===== src/rtl/core/swg_pkg.sv =====
// Shared types and constants for the sliding-window Gini block.
`timescale 1ns / 1ps
package swg_pkg;
	localparam int MAX_WINDOW_DEF  = 512;
	localparam int SAMPLE_BITS_DEF = 16;
	localparam int CFG_W           = 16;
	localparam int WDAYS_W         = 10;
	localparam int GINI_W          = 16;
	localparam int VCOUNT_W        = 10;
	localparam int APB_AW          = 4;
	localparam int APB_DW          = 32;
	localparam int DIV_STEPS       = 16;

	localparam logic [WDAYS_W-1:0]      WDAYS_RST     = 10'd365;
	localparam logic signed [CFG_W-1:0] THRESHOLD_RST = -16'sd100;
	localparam logic signed [CFG_W-1:0] NODATA_RST    = 16'sh8000;
	localparam logic [GINI_W-1:0]       GINI_ONE      = 16'h8000;

	typedef enum logic [1:0] {
		REG_WDAYS  = 2'd0,
		REG_THRESH = 2'd1,
		REG_NODATA = 2'd2,
		REG_NONE   = 2'd3
	} reg_idx_t;

	typedef enum logic [3:0] {
		S_IDLE, S_HIST, S_OLD, S_REM, S_INS_INIT, S_INS, S_TAIL,
		S_CHK, S_MUL, S_DIV_INIT, S_DIV, S_DONE
	} state_t;

	typedef struct packed {
		logic load;
		logic hist;
		logic rem_init;
		logic rem_step;
		logic ins_init;
		logic ins_step;
		logic ins_tail;
		logic mul_init;
		logic mul_step;
		logic div_init;
		logic div_step;
		logic publish;
	} cmd_t;

	typedef struct packed {
		logic removing;
		logic rem_last;
		logic ins_last;
		logic report;
		logic sum_pos;
		logic mul_last;
		logic need_div;
		logic div_last;
		logic out_free;
	} sts_t;
endpackage


===== src/rtl/core/swg_regs.sv =====
// Configuration register file on the APB-style port.
`timescale 1ns / 1ps
module swg_regs (
	input  logic                                clk,
	input  logic                                arst_n,
	input  logic                                psel,
	input  logic                                penable,
	input  logic                                pwrite,
	input  logic [swg_pkg::APB_AW-1:0]          paddr,
	input  logic [swg_pkg::APB_DW-1:0]          pwdata,
	output logic [swg_pkg::APB_DW-1:0]          prdata,
	output logic                                pready,
	output logic [swg_pkg::WDAYS_W-1:0]         window_days,
	output logic signed [swg_pkg::CFG_W-1:0]    threshold,
	output logic signed [swg_pkg::CFG_W-1:0]    nodata_code,
	output logic                                clr
);
	import swg_pkg::*;

	reg_idx_t idx;
	logic     wr;

	assign pready = 1'b1;
	assign idx    = reg_idx_t'(paddr[3:2]);
	assign wr     = psel & penable & pwrite & pready;
	assign clr    = wr & (idx != REG_NONE);

	always_ff @(posedge clk or negedge arst_n) begin
		if (!arst_n) begin
			window_days <= WDAYS_RST;
			threshold   <= THRESHOLD_RST;
			nodata_code <= NODATA_RST;
		end else if (wr) begin
			unique case (idx)
				REG_WDAYS:  window_days <= pwdata[WDAYS_W-1:0];
				REG_THRESH: threshold   <= pwdata[CFG_W-1:0];
				REG_NODATA: nodata_code <= pwdata[CFG_W-1:0];
				default: ;
			endcase
		end
	end

	always_comb begin
		unique case (idx)
			REG_WDAYS:  prdata = APB_DW'(window_days);
			REG_THRESH: prdata = APB_DW'($unsigned(threshold));
			REG_NODATA: prdata = APB_DW'($unsigned(nodata_code));
			default:    prdata = '0;
		endcase
	end
endmodule


===== config.mk =====
export PLATFORM = sky130hd
export DESIGN_NAME = swg_regs
export DESIGN_NICKNAME = d
export VERILOG_FILES = /design/src/rtl/core/swg_pkg.sv /design/src/rtl/core/swg_regs.sv
export SDC_FILE = /design/constraint.sdc
export NUM_CORES = 1
export LEC_CHECK = 0
export BUFFER_PORTS_ARGS = -buffer_cell sky130_fd_sc_hd__clkbuf_2
export CORE_UTILIZATION = 35
export DETAILED_ROUTE_END_ITERATION = 7
export PLACE_DENSITY = 0.66
export SLEW_MARGIN = 0
export SYNTH_ARGS = -nofsm -noshare
export SYNTH_HDL_FRONTEND = slang
export SYNTH_SLANG_ARGS = --single-unit

===== constraint.sdc =====
create_clock -name clk -period 1 [get_ports clk]
set_input_delay 0.05 -clock clk [delete_from_list [all_inputs] [get_ports clk]]
set_output_delay 0.05 -clock clk [all_outputs]
set_load 0.1 [all_outputs]

# [Yosys cells after proc, flatten, opt, wreduce, memory -nomap -nowiden]
# Index checks and enable logic that the tools add are counted.
[word_totals] reg_bits=42 inputBits=41 elab_cells=14
[op_classes] n_reduce_logical=4 bitwise=3 muxes=1 n_eq_ne=3
[op_table] operator="$pmux W16 S3" count=1
[op_table] operator="$reduce_and A2 Y1" count=3
[op_table] operator="$and A1 B1 Y1" count=3
[op_table] operator="$eq A2 B1 Y1 const B" count=1
[op_table] operator="$eq A2 B2 Y1 const B" count=1
[op_table] operator="$logic_not A2 Y1" count=1
[op_table] operator="$ne A2 B2 Y1 const B" count=1

# [Longest topological paths before layout]
# Gate-level depths: netlist (run 1).
[depth] depth_word=3 mapped_depth=6 ltp_nobuf=3

# [Least setup slack after synthesis (run 1)]
# Ideal clock, no wire load.
[synth_timing] path_kind="register to output" from="register nodata_code[0] (netlist bit)" to="output prdata[0] (netlist bit)" path_slack_ns=-2.260 path_buffers=0 required_ns=0.950 arrival_ns=3.210 path_stages_with_launch=3 cell_sequence="dfrtp_1 mux2i_1 o21ai_0"
[synth_between] elab_chain_len=1
[synth_rtl] item="start, declared" line="swg_regs.sv:15" rtl="output logic signed [swg_pkg::CFG_W-1:0] nodata_code,"
[synth_rtl] item="start signal, assigned" line="swg_regs.sv:37" rtl="REG_NODATA: nodata_code <= pwdata[CFG_W-1:0];"
[synth_rtl] item="$pmux W16 S3" line="swg_regs.sv:44" rtl="unique case (idx)"
[synth_rtl] item="end, declared" line="swg_regs.sv:11" rtl="output logic [swg_pkg::APB_DW-1:0] prdata,"
# Every way passes these cells.

# [Worst setup path in the final report (run 1)]
[layout_timing] from="register window_days[2] (netlist bit)" to="output prdata[2] (netlist bit)"
[layout_between] elab_chain_len=1
[layout_rtl] item="start, declared" line="swg_regs.sv:13" rtl="output logic [swg_pkg::WDAYS_W-1:0] window_days,"
[layout_rtl] item="start signal, assigned" line="swg_regs.sv:35" rtl="REG_WDAYS: window_days <= pwdata[WDAYS_W-1:0];"
[layout_rtl] item="$pmux W16 S3" line="swg_regs.sv:44"
# Every way passes these cells.

==> results.txt, run 1 <==
----------------------------------------------------
[Timing]
  RSZ-0062 raised after global routing ... yes
  Final worst path period need ... 1.407 ns
  Maximum clock frequency ... 710.7 MHz
  Final Hold Slack ... 0.006809 ns
  Hold Violations, Final ... 0
  Final count of pins violating max slew ... 0
  Final setup violation count ... 56
  Final Skew ... 0 ns
  Period Utilization, post-route ... 1.407
  Sum of negative setup slack ... -10.83 ns
  Smallest setup slack after layout ... -0.4070 ns

[Synthesis]
  Share of the synthesized area in the top cell type ... 0.2750
  Synth Area per Inst ... 13.50 um^2
  Largest cells by area after synthesis ... dfrtp_1, dfstp_2, mux2_2
  Number of synthesized register bits ... 42
  Cell taking the most area after synthesis ... dfrtp_1
  Number of library cell types mapped by synthesis ... 20
  Post-synthesis cell count ... 155
  Netlist area before placement ... 0.002093 mm^2
  Yosys warns ... 0
  Fraction of the yosys area taken by sequential cells ... 0.5134

[Power and ir drop]
  Logic gate share of total power ... 0.651
  Sequential Power Share ... 0.224
  Clock power share ... 0.125
  Cell-internal power ... 6930 uW
  Psw ... 6285 uW
  Leak Pwr ... 0.002007 uW
  Switching share of total power ... 0.4756
  Peak VDD IR ... 2.320 mV
  Power per standard cell area ... 2862 mW/mm^2

[Critical path]
  Kind of capture point of the worst setup path ... primary output
  Critical path buffer and inverter count ... 1
  Start-to-end type of the worst setup path ... flip-flop to primary output
  Standard cell with the maximum stage delay on the critical path ... dfstp_4
  Kind of cell with the highest combined delay on the critical path ... flip-flops
  Critical Path Start Type ... flip-flop
  WP data required ... 0.95 ns
  Ordered list of cells on the worst path ... mux2i_4, o21ai_4, buf_12
  Max FO, Critical Path ... 2
  Critical path's largest stage delay ... 0.63 ns
  Data arrival at the endpoint of the critical path ... 1.36 ns

[Drt]
  First-iteration detailed-routing DRC count ... 52
  Routed wire length ... 5954 um
  Antenna-violating nets left ... 0
  Residual DRC ... 0
  Via density per instance ... 4.632
  Wire length per cell after detailed routing ... 16.36 um
  Total via count in the routed design ... 1,686
  First-pass iteration count of the detailed router ... 2

[Final layout]
  Layout net count ... 332
  Top library cells by usage in the layout, fill and taps aside ... buf_12, buf_6, clkbuf_2, mux2_4, mux2_2
  Share of post-route cells with drive strength above 1 ... 0.8973
  Total non-filler cell area in the finished layout ... 0.004617 mm^2
  Leading cell type in the layout, fill and taps excluded ... buf_12
  P&R area growth vs syn ... 120.6%
  Filler Cell Count ... 288
  Diodes inserted ... 0

[Global route]
  Overflow after GRT ... 0
  Antenna violations before repair ... 0
  First-pass GRT wire length ... 9356 um
  Total GRT Usage ... 0.1986
  Largest net degree at the start of global routing ... 43
  Number of global-route vias before repair ... 1,736

[Clock network]
  Clock-pin slew on the worst setup and hold paths ... 0.08 ns
  CTS Sinks ... 42
  Clock tree root buffer cell ... clkbuf_8
  CTS tree ... built
  Worst-Skew Late Latency ... 0.29 ns
  Total number of H-tree levels ... 2
  Num CTS Buffers ... 5
  Clock buffer depth ... 2

[Placed design]
  Weighted congestion at the end of routability-driven global placement ... 0.7248
  DP HPWL ... 4251 um
  Placed instance area ... 0.004121 mm^2
  Count of buffers from port buffering ... 81

[Floorplan]
  Overall die height ... 79.34 um
  Die Wd ... 79.34 um
  Total core area ... 0.005642 mm^2
  Total I/O pin count ... 117
  Initial standard-cell utilization of the core ... 0.3710
  Number of rows in the core area ... 27
  Overall die area ... 0.006294 mm^2

[Run status]
  Violated checks ... negative setup slack
  Outcome ... finished with violations

[Worst hold path]
  Hold crit path type ... input pin to flip-flop

[Job]
  Max Cap Violations ... 0

----------------------------------------------------
## power groups by stage
stage	combinational [uW]	clock, uW	sequential (uW)
floorplan	2240	0	5830
global placement	7930	0	2980
detailed placement	7990	0	3000
CTS	8460	1670	2960
global route	8830	1750	3010
finish	8600	1650	2960
## metal layers
layer	part of all wire	global-route usage
met4	0.0045	0.03818
met3	0.045	0.04023
met5	0	0
met1	0.45	0.2708
met2	0.50	0.3276
## logic make-up (layout without fill, tap and decap cells)
kind of cell,count (synthesis),count (layout),synth area share
AO/OA/AOI/OAI,17,17,0.05140
buffers and inverters,26,148,0.09623
multiplexers,52,52,0.2917
AND/OR/NAND/NOR,16,16,0.04364
flip-flops,42,42,0.5134
other,2,17,0.003588
## layout make-up
cell class / count / area (um^2) / area share
clock inverters: 2 / 60.06 / 0.01301
clock buffers: 6 / 82.58 / 0.01789
flip-flops and latches: 42 / 1184 / 0.2564
well taps: 72 / 90.09 / 0.01951
multi-input cells: 102 / 1244 / 0.2694
repair buffers: 140 / 1957 / 0.4238
## cell usage after synthesis
cell type / number
a21oi_1: 1
a22o_1: 6
buf_12: 1
buf_2: 1
buf_4: 19
buf_6: 2
clkbuf_1: 3
conb_1: 2
dfrtp_1: 23
dfstp_2: 19
mux2_2: 32
mux2_4: 10
mux2i_1: 10
nand2_1: 10
nand3_2: 1
nor2b_1: 2
nor3_2: 1
nor3b_2: 1
o21ai_0: 10
or3b_1: 1
## registers in the layout (all words and copies together) (netlist names)
name         count
nodata_code     16
threshold       16
window_days     10
## what timing repair did
action                                  in CTS  in global routing
resized for setup                           25                 18
hold buffers                                 2                  1
hold endpoints to repair                    43                  1
pin swaps                                    8                  7
setup buffers                               15                 14
endpoints found under the setup margin      47                 57
## worst reg2reg max path, delay by kind of cell (launching register included)
family,cells,cell delay (ns)
flip-flops,1,0.49
buffers and inverters,2,0.25
multiplexers,1,0.25
## per-stage QoR
stage,total power [uW],setup slack [ns],utilization,std cells
final,13220,-0.4070,0.8184,364
after global routing,13590,-0.4427,0.8184,364
after CTS,13100,-0.4120,0.8002,356
after detailed placement,10990,-0.3103,0.7305,331
after global placement,10910,-0.2702,0.7305,331
after floorplan,8067,-0.5410,-,170
## final timing paths
kind	startpoint	slack, ns	depth (start not counted)	endpoint
min in group asynchronous	arst_n	0.27	3	nodata_code[12]
max in group asynchronous	arst_n	0.46	3	threshold[14]
setup / recovery	window_days[2]	-0.41	3	prdata[2]
hold / removal	pwdata[14]	0.007	2	nodata_code[14]
setup reg to reg	window_days[7]	-0.10	3	window_days[7]
hold reg to reg	threshold[5]	0.59	1	threshold[5]
Power figures use the tool's default switching activity.
==> run 2: changes to the inputs <==
--- a/config.mk
+++ b/config.mk
@@ -5,10 +5,12 @@
 export SDC_FILE = /design/constraint.sdc
 export NUM_CORES = 1
 export LEC_CHECK = 0
+export ABC_AREA = 1
 export BUFFER_PORTS_ARGS = -buffer_cell sky130_fd_sc_hd__clkbuf_2
 export CORE_UTILIZATION = 35
 export DETAILED_ROUTE_END_ITERATION = 7
 export PLACE_DENSITY = 0.66
+export SETUP_SLACK_MARGIN = 0.1
 export SLEW_MARGIN = 0
 export SYNTH_ARGS = -nofsm -noshare
 export SYNTH_HDL_FRONTEND = slang
==> run 2 against run 1 <==
The flow finishes with violations (negative hold slack, negative setup slack). Critical path depth unchanged. Largest power group unchanged. Highest routed layer unchanged. Global-route usage rose by 4.8 points. Synthesized cell count rose by 75%. Register-to-register slack better by 0.06 ns. Flip-flop and latch count is the same. Wire length is 39% higher. Sequential share of layout area decreased by 1.3 points. Worst hold slack lost 0.011 ns.
==> results.txt, run 2 <==
----------------------------------------------------
[Power and ir drop]
  Power per standard cell area ... 2371 mW/mm^2
  Peak VDD IR ... 1.634 mV
  Sequential Power Share ... 0.242
  Leak Pwr ... 0.002471 uW
  Psw ... 5926 uW
  Clock power share ... 0.091
  Switching share of total power ... 0.5019
  Logic gate share of total power ... 0.667
  Cell-internal power ... 5882 uW
  Overall Power ... 11,810 uW

[Drt]
  Total via count in the routed design ... 2,364
  First-pass iteration count of the detailed router ... 5
  Via density per instance ... 4.728
  Antenna-violating nets left ... 0
  Routed wire length ... 8289 um
  First-iteration detailed-routing DRC count ... 128
  Residual DRC ... 0
  Wire length per cell after detailed routing ... 16.58 um

[Critical path]
  WP data required ... 0.95 ns
  Max FO, Critical Path ... 3
  Start-to-end type of the worst setup path ... flip-flop to primary output
  Critical Path Start Type ... flip-flop
  Data arrival at the endpoint of the critical path ... 1.27 ns
  Kind of capture point of the worst setup path ... primary output

[Final layout]
  Layout net count ... 465
  Utilization after layout ... 0.8361
  Biggest regs ... nodata_code: 16 flops, threshold: 16 flops, window_days: 10 flops
  Finished Layout Cells ... 500
  Filler Cell Count ... 291
  Top library cells by usage in the layout, fill and taps aside ... nand2_1, buf_12, nand2_2, buf_6, nand2_4
  Share of post-route cells with drive strength above 1 ... 0.6471
  P&R area growth vs syn ... 129.4%
  Diodes inserted ... 0
  Total non-filler cell area in the finished layout ... 0.004980 mm^2
  Area used by multi-input combinational logic ... 0.001376 mm^2
  Storage element area ... 0.001210 mm^2
  Leading cell type in the layout, fill and taps excluded ... nand2_1

[Floorplan]
  Initial standard-cell utilization of the core ... 0.3645
  Overall die height ... 80.76 um
  Overall die area ... 0.006521 mm^2
  Die Wd ... 80.76 um
  Total core area ... 0.005956 mm^2
  Total I/O pin count ... 117
  Number of rows in the core area ... 28

[Synthesis]
  Most frequently used cell type in the post-synthesis netlist ... nand2_1
  Number of enable flip-flop cells after synthesis ... 0
  Share of the synthesized area in the top cell type ... 0.2697
  Top cell types by occurrence after synthesis ... nand2_1, dfrtp_1, nand2_2
  Number of library cell types mapped by synthesis ... 17
  Number of synthesized register bits ... 42
  Post-synthesis cell count ... 271
  Largest cells by area after synthesis ... nand2_1, dfrtp_1, dfstp_2
  Yosys warns ... 0
  Most common flop cell mapped by yosys ... dfrtp_1
  Netlist area before placement ... 0.002171 mm^2
  Async set-or-reset flop fraction in the synthesized netlist ... 1.000
  Synth Area per Inst ... 8.010 um^2
  Cell taking the most area after synthesis ... nand2_1
  Fraction of the yosys area taken by sequential cells ... 0.4951

[Timing]
  Final setup violation count ... 55
  RSZ-0062 raised after global routing ... yes
  Final count of pins violating max slew ... 0
  Smallest setup slack after layout ... -0.3243 ns
  Final Skew ... 0 ns
  Maximum clock frequency ... 755.1 MHz
  Period Utilization, post-route ... 1.324
  Hold Violations, Final ... 2
  Final worst path period need ... 1.324 ns
  Final Hold Slack ... -0.003858 ns
  Sum of negative setup slack ... -11.34 ns

[Run status]
  Outcome ... finished with violations
  Violated checks ... negative hold slack, negative setup slack

[Job]
  Max Cap Violations ... 0

[Placed design]
  Placed instance area ... 0.004143 mm^2
  Count of buffers from port buffering ... 81
  Inst Count DP ... 439
  Weighted congestion at the end of routability-driven global placement ... 0.7475
  DP HPWL ... 4550 um

[Clock network]
  Clock-pin slew on the worst setup and hold paths ... 0.08 ns
  CTS Sinks ... 42
  Total number of H-tree levels ... 2
  Num CTS Buffers ... 5
  Clock buffer depth ... 2
  Clock tree root buffer cell ... clkbuf_8
  Worst-Skew Late Latency ... 0.30 ns
  CTS tree ... built

[Global route]
  Total GRT Usage ... 0.2467
  First-pass GRT wire length ... 11,790 um
  Number of global-route vias before repair ... 2,369
  Antenna violations before repair ... 0
  Largest net degree at the start of global routing ... 43
  Overflow after GRT ... 0

[Worst hold path]
  Hold crit path type ... input pin to flip-flop

----------------------------------------------------
[run 2: stage by stage]
| step | hold slack, ns | setup WS, ns |
|---|---|---|
| floorplan | -0.2456 | -0.1828 |
| global placement | 0.04289 | -0.07770 |
| detailed placement | 0.04273 | -0.1073 |
| CTS | 0.004424 | -0.3137 |
| global route | 0.02323 | -0.3446 |
| finish | -0.003858 | -0.3243 |
[run 2: per-layer routing]
layer | vias to the layer above | global-route usage | routed length, um | part of all wire
met3 | 12 | 0.03146 | 367 | 0.044
met5 | - | 0 | 0 | 0
met2 | 83 | 0.4780 | 4626 | 0.56
met4 | 0 | 0.09107 | 172 | 0.021
met1 | 1170 | 0.2720 | 3122 | 0.38
li1 | 1099 | - | - | -
[run 2: final timing paths]
check / start / to / slack [ns] / cells after the start
max in group asynchronous: arst_n / window_days[6] / 0.46 / 3
max: nodata_code[15] / prdata[15] / -0.32 / 3
min reg2reg: nodata_code[8] / nodata_code[8] / 0.55 / 2
min: pwdata[1] / nodata_code[1] / -0.004 / 3
min in group asynchronous: arst_n / nodata_code[10] / 0.26 / 3
max reg2reg: threshold[15] / threshold[15] / -0.04 / 4
[run 2: cell families after synthesis]
family	after synthesis	synth area share
flops	42	0.4951
other cells	2	0.003460
simple gates	197	0.4000
compound gates	1	0.002303
buf+inv	29	0.09914
[run 2: worst max-delay path: stages, from the launching register on]
cell and delay, ns:
dfstp_4 0.65, nand2_4 0.08, nand2_8 0.08, buf_12 0.16
[run 2: timing repair]
action | 4_1_cts | 5_1_grt
hold buffers | 16 | 0
endpoints found under the setup margin | 59 | 77
gates resized for setup | 17 | 41
endpoints found under the hold margin | 76 | 0
setup buffers | 31 | 11
pin swaps | 23 | 26
[run 2: final cells by class]
class / count / area share
inverter: 5 / 0.004271
sequential: 42 / 0.2430
clock buffer: 6 / 0.01457
clock inverter: 2 / 0.001759
timing repair buffer: 155 / 0.4412
multi-input combinational: 215 / 0.2764
tap: 75 / 0.01884
[run 2: power by group through the flow]
stage                     clock network, uW  logic (uW)  registers, uW
after global routing                   1130        8100           2900
after floorplan                           0        1740           5380
after CTS                              1070        7520           2830
final                                  1070        7880           2860
after detailed placement                  0        6710           2910
after global placement                    0        6650           2890
