<file path="src/rtl/core/swg_pkg.sv">
// Shared types and constants for the sliding-window Gini block.
`timescale 1ns / 1ps
package swg_pkg;
	localparam int MAX_WINDOW_DEF  = 512;
	localparam int SAMPLE_BITS_DEF = 16;
	localparam int CFG_W           = 16;
	localparam int WDAYS_W         = 10;
	localparam int GINI_W          = 16;
	localparam int VCOUNT_W        = 10;
	localparam int APB_AW          = 4;
	localparam int APB_DW          = 32;
	localparam int DIV_STEPS       = 16;

	localparam logic [WDAYS_W-1:0]      WDAYS_RST     = 10'd365;
	localparam logic signed [CFG_W-1:0] THRESHOLD_RST = -16'sd100;
	localparam logic signed [CFG_W-1:0] NODATA_RST    = 16'sh8000;
	localparam logic [GINI_W-1:0]       GINI_ONE      = 16'h8000;

	typedef enum logic [1:0] {
		REG_WDAYS  = 2'd0,
		REG_THRESH = 2'd1,
		REG_NODATA = 2'd2,
		REG_NONE   = 2'd3
	} reg_idx_t;

	typedef enum logic [3:0] {
		S_IDLE, S_HIST, S_OLD, S_REM, S_INS_INIT, S_INS, S_TAIL,
		S_CHK, S_MUL, S_DIV_INIT, S_DIV, S_DONE
	} state_t;

	typedef struct packed {
		logic load;
		logic hist;
		logic rem_init;
		logic rem_step;
		logic ins_init;
		logic ins_step;
		logic ins_tail;
		logic mul_init;
		logic mul_step;
		logic div_init;
		logic div_step;
		logic publish;
	} cmd_t;

	typedef struct packed {
		logic removing;
		logic rem_last;
		logic ins_last;
		logic report;
		logic sum_pos;
		logic mul_last;
		logic need_div;
		logic div_last;
		logic out_free;
	} sts_t;
endpackage

</file>
<file path="src/rtl/core/swg_ctrl.sv">
// Sequencer for one transaction: history, remove, insert with sums, multiply, divide.
`timescale 1ns / 1ps
module swg_ctrl (
	input  logic           clk,
	input  logic           arst_n,
	input  logic           s_tvalid,
	output logic           s_tready,
	input  swg_pkg::sts_t  sts,
	output swg_pkg::cmd_t  cmd
);
	import swg_pkg::*;

	state_t state_q, state_d;

	always_ff @(posedge clk or negedge arst_n) begin
		if (!arst_n) begin
			state_q <= S_IDLE;
		end else begin
			state_q <= state_d;
		end
	end

	always_comb begin
		state_d  = state_q;
		cmd      = '0;
		s_tready = 1'b0;
		unique case (state_q)
			S_IDLE: begin
				s_tready = 1'b1;
				if (s_tvalid) begin
					cmd.load = 1'b1;
					state_d  = S_HIST;
				end
			end
			S_HIST: begin
				cmd.hist = 1'b1;
				state_d  = S_OLD;
			end
			S_OLD: begin
				cmd.rem_init = 1'b1;
				state_d      = sts.removing ? S_REM : S_INS_INIT;
			end
			S_REM: begin
				cmd.rem_step = 1'b1;
				if (sts.rem_last) state_d = S_INS_INIT;
			end
			S_INS_INIT: begin
				cmd.ins_init = 1'b1;
				state_d      = S_INS;
			end
			S_INS: begin
				cmd.ins_step = 1'b1;
				if (sts.ins_last) state_d = S_TAIL;
			end
			S_TAIL: begin
				cmd.ins_tail = 1'b1;
				state_d      = S_CHK;
			end
			S_CHK: begin
				if (!sts.report) begin
					state_d = S_IDLE;
				end else if (!sts.sum_pos) begin
					state_d = S_DONE;
				end else begin
					cmd.mul_init = 1'b1;
					state_d      = S_MUL;
				end
			end
			S_MUL: begin
				cmd.mul_step = 1'b1;
				if (sts.mul_last) state_d = S_DIV_INIT;
			end
			S_DIV_INIT: begin
				cmd.div_init = 1'b1;
				state_d      = S_DIV;
			end
			S_DIV: begin
				cmd.div_step = 1'b1;
				if (!sts.need_div || sts.div_last) state_d = S_DONE;
			end
			S_DONE: begin
				if (sts.out_free) begin
					cmd.publish = 1'b1;
					state_d     = S_IDLE;
				end
			end
			default: state_d = S_IDLE;
		endcase
	end
endmodule

</file>
<file path="config.mk">
export PLATFORM = sky130hd
export DESIGN_NAME = swg_ctrl
export DESIGN_NICKNAME = d
export VERILOG_FILES = /design/src/rtl/core/swg_pkg.sv /design/src/rtl/core/swg_ctrl.sv
export SDC_FILE = /design/constraint.sdc
export NUM_CORES = 1
export LEC_CHECK = 0
export BUFFER_PORTS_ARGS = -buffer_cell sky130_fd_sc_hd__buf_2
export CAP_MARGIN = 15
export CORE_AREA = 3 3 40 42
export DETAILED_ROUTE_END_ITERATION = 8
export DIE_AREA = 0 0 43 45
export SKIP_LAST_GASP = 1
export SLEW_MARGIN = 30
export SYNTH_ARGS = -nofsm -noshare
export SYNTH_HDL_FRONTEND = slang
export SYNTH_SLANG_ARGS = --single-unit
</file>
<file path="constraint.sdc">
create_clock -name clk -period 2.1 [get_ports clk]
set_input_delay 0.315 -clock clk [delete_from_list [all_inputs] [get_ports clk]]
set_output_delay 0.315 -clock clk [all_outputs]
set_load 0.1 [all_outputs]
</file>
### After elaboration in Yosys (flattened, before gate mapping)

Cells that the tools add are included.

* bits in registers: 4
* bits in latches: 0
* bits in writable memories: 0
* memory bits (read-only): 0
* input bits: 12
* output and inout port bits: 13
* memories kept: 0

* add/subtract/negate cells: 0
* multiply operators: 0
* divide/modulo/power cells: 0
* $lt $le $gt $ge: 0
* eq/ne operators: 17
* shift-type cells: 0
* multiplexer cells: 27
* bitwise gates (word level): 0
* reduce and logical (&&, ||, !) cells: 4

Operators with widths (number)
* one-hot mux 4 bit (12 select lines): 1
* 2-to-1 mux 4 bit: 7
* 2-to-1 mux 1 bit: 17
* equality test 4 x 3 -> 1 bit, second input constant: 4
* equality test 4 bit, second input constant: 4
* != test 2 bit, second input constant: 6
* equality test 4 x 2 -> 1 bit, second input constant: 2
* AND reduction 6 bit: 1
* equality test 4 x 1 -> 1 bit, second input constant: 1
* zero test 4 bit: 1
* 2-to-1 mux 3 bit: 1
* 2-to-1 mux 2 bit: 1
* zero test 1 bit: 1
* logical OR 1 bit: 1

### Depth between registers and ports, before layout

Gate-level depths: netlist of the first run.

* word-level depth: 4
* gate-level depth with buffers: 6
* gate-level depth less buffers: 5

### Least setup slack after synthesis of the first run

OpenSTA, ideal clock, no wires.

* path kind: reg2out
* start point: register state_q[2]
* end point: output cmd[11] (netlist bit)
* arrival: 4.595 ns
* required time: 1.785 ns
* slack: -2.810 ns
* cell stages (with the launch flop): 4
* path through: dfrtp_1 > clkbuf_1 > nor4_1 > and2_1

RTL lines
* from (decl): RTL line swg_ctrl.sv:13 `state_t state_q, state_d;`
* from (signal assigned): RTL line swg_ctrl.sv:19 `state_q <= state_d;`
* to (decl): RTL line swg_ctrl.sv:9 `output swg_pkg::cmd_t cmd`

==> impl_metrics.env, run 1 <==
export IMPL_drt_wirelength_per_cell_um=11.97
export IMPL_hold_buffers=1
export IMPL_drc=0
export IMPL_post_synth_cell_area_avg_um2=7.466
export IMPL_fin_crit_ns=1.985
export IMPL_die_width_um=43
export IMPL_synth_yosys_seq_area_share_pct=22.35
export IMPL_netlist_area_um2=447.9
export IMPL_cts_buffers=3
export IMPL_synth_nets=72
export IMPL_finalSetupViolations=0
export IMPL_largest_net_degree_at_the_start_of_global_routing=15
export IMPL_largest_registers="state_q x4"
export IMPL_net_count_final=102
export IMPL_synth_seq_cells=4
export IMPL_drt_iter0_drc=5
export IMPL_antenna_violating_nets_post_route=0
export IMPL_via_count_of_the_first_global_routing_pass=506
export IMPL_status="finished clean"
export IMPL_timing_clock_skew_ns=0.008914
export IMPL_sum_neg_setup_slack_ns=0
export IMPL_clock_tree_buffer_depth=2
export IMPL_slew_headroom_pct=67.71
export IMPL_portBuffers=24
export IMPL_detailed_place_hpwl_mm=1.007
export IMPL_grt_usage_pct=14.60
export IMPL_antennaDiodeCount=0
export IMPL_max_cap_viol_count=0
export IMPL_place_area_um2=758.2
export IMPL_layout_filler_cells=114
export IMPL_dr_total_vias=523
export IMPL_finalWeightedCongestion=0.8452
export IMPL_layout_drive_gt1_share_pct=57.30
export IMPL_synth_largest_type_area_fraction_pct=22.35
export IMPL_rsz_0062_raised_after_global_routing="no"
export IMPL_critPathKind="reg -> out"
export IMPL_hold_ws_ns=0.4179
export IMPL_critPathArrivalTime_ns=1.67
export IMPL_synth_top_cells_by_area="dfrtp_1 22%, nor2_1 6.7%, nand2b_1 5.6%"
export IMPL_synth_warnings=0
export IMPL_largest_register_ffs=4
export IMPL_setup_worst_path_end_class="primary output"
export IMPL_timing_max_transition_violations_final=0
export IMPL_maxClockFrequency_mhz=503.8
export IMPL_cts_tree="built"
export IMPL_synth_distinct_cells=29
export IMPL_hold_class="in -> async"
export IMPL_cts_post_setup_buffers_inserted=0
export IMPL_registers_top_by_ff_count="state_q"
export IMPL_clock_insertion_delay_worst_skew_ns=0.24
export IMPL_cts_htree_levels=1
export IMPL_clk_pin_slew_ns=0.04
export IMPL_detail_route_first_pass_iterations=2
export IMPL_worst_path_max_fanout=8
export IMPL_globalRoute_totalOverflow=0
export IMPL_clk_root_buffer_cell="clkbuf_4"
export IMPL_floorplan_initialDensity_pct=34.86
export IMPL_design_die_area_um2=1935
export IMPL_wl_mm=1.245
export IMPL_critical_path_required_ns=1.78
export IMPL_core_area_um2=1285
export IMPL_hold_viol_final=0
export IMPL_tritoncts_num_sinks=4
export IMPL_design_area_um2=794.5
export IMPL_fp_row_count=13
export IMPL_grt_antenna_before_repair=0
export IMPL_finalCoreUtilization_pct=61.83
export IMPL_tightest_slew_ns=0.4876
export IMPL_fraction_of_the_cycle_the_final_worst_path_needs_pct=94.52
export IMPL_floorplan_io_pins=25
export IMPL_first_pass_grt_wire_length_mm=2.221
export IMPL_synthCells=60
export IMPL_crit_path_start_kind="flip-flop"
export IMPL_number_of_instances_resized_during_post_cts_repair=0
export IMPL_floorplan_die_height_um=45
export IMPL_area_growth_synth_to_final_pct=77.37
export IMPL_netlist_top_cell_by_area="dfrtp_1"
export IMPL_vias_per_cell=5.029
final timing paths:
check	startpoint	endpoint	slack, ns	depth (start not counted)
setup reg to reg	state_q[3]	state_q[1]	0.25	6
hold reg to reg	state_q[0]	state_q[0]	0.76	2
min in group clk	sts[6]	state_q[2]	0.42	3
setup / recovery	state_q[0]	cmd[4]	0.12	5
hold / removal	arst_n	state_q[2]	0.42	2
max in group asynchronous	arst_n	state_q[2]	1.56	2
cells in the final DEF (no fill, tap or decap), types with 2 or more instances in the layout:
cell	n
nor3_2	3
o211ai_1	2
nand2b_1	4
dfrtp_1	3
a21oi_1	3
o21ai_0	2
buf_12	5
nand2_1	5
nor2_2	6
inv_1	2
clkbuf_4	3
nor2_1	2
nor3_1	2
buf_2	19
buf_4	5
final cells by class:
| cell class | instances | area [um2] | share of cell area (%) |
|---|---|---|---|
| timing repair buffer | 30 | 242.7 | 30.55 |
| inverter | 2 | 7.507 | 0.9449 |
| clock buffer | 4 | 26.28 | 3.307 |
| sequential | 4 | 101.3 | 12.76 |
| multi-input combinational | 49 | 397.9 | 50.08 |
| tap | 15 | 18.77 | 2.362 |
layer usage:
layer / part of all wire, % / track usage (%) / up-vias
li1: - / - / 274
met1: 42 / 18.16 / 231
met2: 51 / 26.05 / 18
met3: 7.0 / 3.984 / 0
met4: 0 / 1.807 / 0
met5: 0 / 0 / -
critical path, stage by stage (launching register included):
cell,delay (ns)
dfrtp_1,0.35
buf_4,0.19
and2_1,0.28
nand4b_1,0.26
nor2_4,0.17
buf_12,0.18
per-stage QoR:
stage / setup slack [ns] / std cells
6_report: 0.1151 / 104
3_5_place_dp: 0.2507 / 99
4_1_cts: 0.1073 / 104
5_1_grt: 0.01532 / 104
2_1_floorplan: -0.4746 / 60
3_3_place_gp: 0.2529 / 99
synth_stat cells (all sizes together):
library cell and n:
a21o 1, and3b 1, nand4b 1, o21a 1
a211oi 1, buf 2, a311o 1, nor2 9
o31ai 1, dfrtp 4, nor3 6, nor4 2
nand2b 5, inv 2, o21ai 2, a31oi 1
a2bb2oi 1, or4 1, nor4b 1, and2 2
a21oi 3, nor4bb 1, o211ai 2, nor3b 1
nand2 5, clkbuf 3
cell families (layout without fill, tap and decap cells):
logic type / count (synthesis) / count (layout) / synth area share [%]
AOI/OAI and AO/OA: 14 / 14 / 24.58
buffers and inverters: 7 / 36 / 6.425
DFF: 4 / 4 / 22.35
and+or+nand+nor: 35 / 35 / 46.65
Power of run 1 is not shown: default switching activity piles up to over one toggle a cycle in this logic, so the estimate is an artifact.
==> run 2: changes to the inputs <==
--- a/config.mk
+++ b/config.mk
@@ -7,9 +7,13 @@
 export LEC_CHECK = 0
 export BUFFER_PORTS_ARGS = -buffer_cell sky130_fd_sc_hd__buf_2
 export CAP_MARGIN = 15
-export CORE_AREA = 3 3 40 42
+export CELL_PAD_IN_SITES_DETAIL_PLACEMENT = 0
+export CELL_PAD_IN_SITES_GLOBAL_PLACEMENT = 1
+export CORE_MARGIN = 3
+export CORE_UTILIZATION = 28
 export DETAILED_ROUTE_END_ITERATION = 8
-export DIE_AREA = 0 0 43 45
+export PLACE_DENSITY_LB_ADDON = 0.1
+export SKIP_CTS_REPAIR_TIMING = 1
 export SKIP_LAST_GASP = 1
 export SLEW_MARGIN = 30
 export SYNTH_ARGS = -nofsm -noshare
==> run 2 against run 1 <==
Compared with the run above:
- cell count grew 2.9%
- clock skew shrank 0.0037 ns
- worst hold slack better by 0.0020 ns
- die area increased by 9.3%
- largest cell class unchanged
- via count grew 4.6%
- first-iteration DRC count decreased by 20%
==> impl_metrics.env, run 2 (synthesized netlist as in run 1, its figures left out) <==
export IMPL_drt_wirelength_per_cell_um=12.12
export IMPL_area_growth_synth_to_final_pct=82.40
export IMPL_cts_buffers=3
export IMPL_crit_path_start_kind="flip-flop"
export IMPL_layout_drive_gt1_share_pct=58.70
export IMPL_worst_path_max_fanout=9
export IMPL_rsz_0062_raised_after_global_routing="no"
export IMPL_die_width_um=46.00
export IMPL_timing_reg2reg_setup_slack_ns=0.28
export IMPL_hold_class="in -> async"
export IMPL_design_die_area_um2=2116
export IMPL_cts_htree_levels=1
export IMPL_mostFrequentLayoutCell="buf_2"
export IMPL_vias_per_cell=5.112
export IMPL_crit_chain="buf_4 -> nor4b_4 -> buf_2"
export IMPL_largest_registers="state_q x4"
export IMPL_drt_iter0_drc=4
export IMPL_clock_tree_buffer_depth=2
export IMPL_maxClockFrequency_mhz=516.6
export IMPL_max_cap_viol_count=0
export IMPL_cts_tree="built"
export IMPL_hold_viol_final=0
export IMPL_antenna_violating_nets_post_route=0
export IMPL_place_area_um2=773.2
export IMPL_detailed_place_hpwl_mm=1.067
export IMPL_slew_headroom_pct=67.78
export IMPL_cp_num_buf_inv=2
export IMPL_floorplan_io_pins=25
export IMPL_fin_crit_ns=1.936
export IMPL_registers_top_by_ff_count="state_q"
export IMPL_finalWeightedCongestion=0.7706
export IMPL_timing_clock_skew_ns=0.005206
export IMPL_core_area_um2=1399
export IMPL_floorplan_initialDensity_pct=32.02
export IMPL_setup_worst_path_end_class="primary output"
export IMPL_worst_r2r_startpoint="state_q[0]"
export IMPL_timing_critical_path_slowest_stage_cell="dfrtp_1"
export IMPL_floorplan_die_height_um=46.00
export IMPL_clk_pin_slew_ns=0.04
export IMPL_critical_path_required_ns=1.78
export IMPL_tritoncts_num_sinks=4
export IMPL_clock_insertion_delay_worst_skew_ns=0.24
export IMPL_detail_route_first_pass_iterations=4
export IMPL_drc=0
export IMPL_rr_worst_depth=5
export IMPL_fraction_of_the_cycle_the_final_worst_path_needs_pct=92.19
export IMPL_fp_row_count=13
export IMPL_first_pass_grt_wire_length_mm=2.097
export IMPL_portBuffers=24
export IMPL_critical_path_top_delay_family="buffers and inverters"
export IMPL_clk_root_buffer_cell="clkbuf_4"
export IMPL_grt_antenna_before_repair=0
export IMPL_wl_mm=1.297
export IMPL_largest_register_ffs=4
export IMPL_max_stage_delay_ns=0.48
export IMPL_net_count_final=105
export IMPL_dr_total_vias=547
export IMPL_layout_common_cells="19 x buf_2, 8 x buf_4, 6 x nor2_2, 5 x nand2_1, 5 x buf_12"
export IMPL_design_area_um2=817.0
export IMPL_critPathArrivalTime_ns=1.62
export IMPL_status="finished clean"
export IMPL_tightest_slew_ns=0.4867
export IMPL_antennaDiodeCount=0
export IMPL_finalSetupViolations=0
export IMPL_reg2reg_to="state_q[1]"
export IMPL_grt_usage_pct=13.31
export IMPL_via_count_of_the_first_global_routing_pass=518
export IMPL_timing_max_transition_violations_final=0
export IMPL_finalCoreUtilization_pct=58.41
export IMPL_globalRoute_totalOverflow=0
export IMPL_largest_net_degree_at_the_start_of_global_routing=15
export IMPL_critPathKind="reg -> out"
## run 2: changes by cell type in the layout (fill, tap and decap cells not counted)
cell / change
buf_4: +3
## run 2: cell type report
type	count	area (um2)
Fill cell	131	581.8
Multi-Input combinational cell	49	397.9
Timing Repair Buffer	33	265.3
Sequential cell	4	101.3
Clock buffer	4	26.28
Tap cell	15	18.77
Inverter	2	7.507
## run 2: routing by layer
layer | GRT usage [%] | part of all wire, % | vias to the layer above | wire (um)
met4 | 5.114 | 0 | 0 | 0
met2 | 23.63 | 48 | 32 | 621
met5 | 0 | 0 | - | 0
li1 | - | - | 282 | -
met3 | 1.581 | 10 | 0 | 134
met1 | 15.93 | 42 | 233 | 540
## run 2: worst max path at each step
stage	from	endpoint	slack, ns	depth (start not counted)
finish	state_q[3]	cmd[9]	0.16	3
global route	state_q[3]	cmd[9]	0.06	3
detailed placement	state_q[1]	state_q[1]	0.28	6
CTS	state_q[0]	cmd[4]	0.06	5
global placement	state_q[1]	state_q[1]	0.29	6
floorplan	state_q[2]	cmd[11]	-0.47	3
## run 2: per-stage QoR
| step | setup TNS [ns] | setup WS, ns | cells | hold WS [ns] |
|---|---|---|---|---|
| floorplan | -1.118 | -0.4746 | 60 | 0.01941 |
| global placement | 0 | 0.2853 | 101 | 0.1231 |
| detailed placement | 0 | 0.2792 | 101 | 0.1234 |
| CTS | 0 | 0.05999 | 105 | -0.1277 |
| global route | 0 | 0.06277 | 107 | 0.4290 |
| finish | 0 | 0.1641 | 107 | 0.4199 |
Power of run 2 is left out for the same reason.
==> run 3: changes to the inputs <==
--- a/config.mk
+++ b/config.mk
@@ -10,7 +10,7 @@
 export CELL_PAD_IN_SITES_DETAIL_PLACEMENT = 0
 export CELL_PAD_IN_SITES_GLOBAL_PLACEMENT = 1
 export CORE_MARGIN = 3
-export CORE_UTILIZATION = 28
+export CORE_UTILIZATION = 25
 export DETAILED_ROUTE_END_ITERATION = 8
 export PLACE_DENSITY_LB_ADDON = 0.1
 export SKIP_CTS_REPAIR_TIMING = 1
==> constraint.sdc (replaced) <==
create_clock -name clk -period 1.6 [get_ports clk]
set_input_delay 0.24 -clock clk [delete_from_list [all_inputs] [get_ports clk]]
set_output_delay 0.24 -clock clk [all_outputs]
set_load 0.1 [all_outputs]
==> run 3 against run 2 <==
Compared with the run above:
- the run now ends with setup timing left
- worst setup slack lost 0.30 ns
- first-iteration DRC count up 75%
- clock-buffer cell count is the same
- die area increased by 10%
- clock skew grew 0.0028 ns
- wire length is 19% higher
- critical path type unchanged
- highest routed layer is now met4
==> impl_metrics.env, run 3 (synthesized netlist as in run 1, its figures left out) <==
export IMPL_rsz_0062_raised_after_global_routing="yes"
export IMPL_antenna_violating_nets_post_route=0
export IMPL_clk_pin_slew_ns=0.04
export IMPL_floorplan_io_pins=25
export IMPL_portBuffers=24
export IMPL_fraction_of_the_cycle_the_final_worst_path_needs_pct=108.6
export IMPL_area_growth_synth_to_final_pct=168.7
export IMPL_registers_top_by_ff_count="state_q"
export IMPL_grt_usage_pct=12.42
export IMPL_via_count_of_the_first_global_routing_pass=536
export IMPL_mostFrequentLayoutCell="buf_4"
export IMPL_detailed_place_hpwl_mm=1.172
export IMPL_clock_insertion_delay_worst_skew_ns=0.24
export IMPL_cts_buffers=3
export IMPL_drt_iter0_drc=7
export IMPL_tritoncts_num_sinks=4
export IMPL_fp_row_count=14
export IMPL_globalRoute_totalOverflow=0
export IMPL_maxClockFrequency_mhz=575.5
export IMPL_cts_htree_levels=1
export IMPL_worst_path_max_fanout=7
export IMPL_drt_wirelength_per_cell_um=11.56
export IMPL_post_route_worst_setup_slack_ns=-0.1377
export IMPL_grt_antenna_before_repair=0
export IMPL_slew_headroom_pct=81.85
export IMPL_dr_total_vias=613
export IMPL_floorplan_die_height_um=48.33
export IMPL_finalSetupViolations=14
export IMPL_violated_checks="setup timing"
export IMPL_critical_path_required_ns=1.36
export IMPL_largest_register_ffs=4
export IMPL_critPathArrivalTime_ns=1.50
export IMPL_die_width_um=48.33
export IMPL_fin_crit_ns=1.738
export IMPL_hold_class="in -> async"
export IMPL_drc=0
export IMPL_largest_registers="state_q x4"
export IMPL_core_area_um2=1594
export IMPL_first_pass_grt_wire_length_mm=2.318
export IMPL_tightest_slew_ns=0.2708
export IMPL_cts_tree="built"
export IMPL_layout_filler_cells=120
export IMPL_layout_common_cells="20 x buf_4, 13 x buf_12, 11 x buf_2, 7 x nor2_4, 6 x buf_6"
export IMPL_timing_clock_skew_ns=0.008050
export IMPL_wl_mm=1.549
export IMPL_clk_root_buffer_cell="clkbuf_4"
export IMPL_clock_tree_buffer_depth=2
export IMPL_hold_viol_final=0
export IMPL_design_die_area_um2=2336
export IMPL_largest_net_degree_at_the_start_of_global_routing=15
export IMPL_finalWeightedCongestion=0.7659
export IMPL_detail_route_first_pass_iterations=2
export IMPL_floorplan_initialDensity_pct=28.10
export IMPL_crit_path_start_kind="flip-flop"
export IMPL_critPathKind="reg -> out"
export IMPL_max_cap_viol_count=0
export IMPL_vias_per_cell=4.575
export IMPL_timing_max_transition_violations_final=0
export IMPL_status="finished, violations left"
export IMPL_antennaDiodeCount=0
export IMPL_timing_reg2reg_setup_slack_ns=-0.11
export IMPL_finalCoreUtilization_pct=75.51
export IMPL_layout_drive_gt1_share_pct=76.36
export IMPL_net_count_final=123
export IMPL_setup_worst_path_end_class="primary output"
-- run 3: through the flow --
step	instances	setup slack, ns	TNS (ns)	hold slack [ns]	area, um2
final	134	-0.1377	-1.049	0.3297	1204
after global routing	134	-0.1891	-1.969	0.3242	1204
after CTS	125	-0.2386	-2.089	-0.2142	1039
after detailed placement	121	-0.2037	-0.4083	0.04810	1012
after global placement	121	-0.1614	-0.3077	0.04656	1012
after floorplan	60	-0.8996	-4.964	-0.05559	569.3
-- run 3: cell type report --
class,instances,area (um2),share of cell area (%)
repair buffers,51,543.0,45.11
multi-input cells,49,491.7,40.85
flip-flops and latches,4,105.1,8.732
well taps,24,30.03,2.495
clock buffers,4,26.28,2.183
inverters,2,7.507,0.6237
-- run 3: critical path, cell delays in order (launching register included) --
cell,delay (ns)
dfrtp_2,0.45
buf_4,0.19
nand2b_4,0.15
buf_4,0.14
nor3_4,0.14
buf_12,0.20
-- run 3: final timing paths --
check	start	end	cells after the start
worst max-delay path	state_q[1]	cmd[10]	5
worst min-delay path	arst_n	state_q[2]	2
worst max register to register	state_q[3]	state_q[1]	6
worst min register to register	state_q[3]	state_q[3]	3
max in group asynchronous	arst_n	state_q[3]	2
min in group clk	sts[4]	state_q[0]	4
-- run 3: per-layer routing --
| metal | up-vias | global-route usage, % | routed length (um) |
|---|---|---|---|
| met1 | 276 | 15.44 | 655 |
| met2 | 16 | 20.87 | 822 |
| met5 | - | 0 | 0 |
| li1 | 319 | - | - |
| met4 | 0 | 7.109 | 15 |
| met3 | 2 | 1.227 | 56 |
Power of run 3 is left out for the same reason.
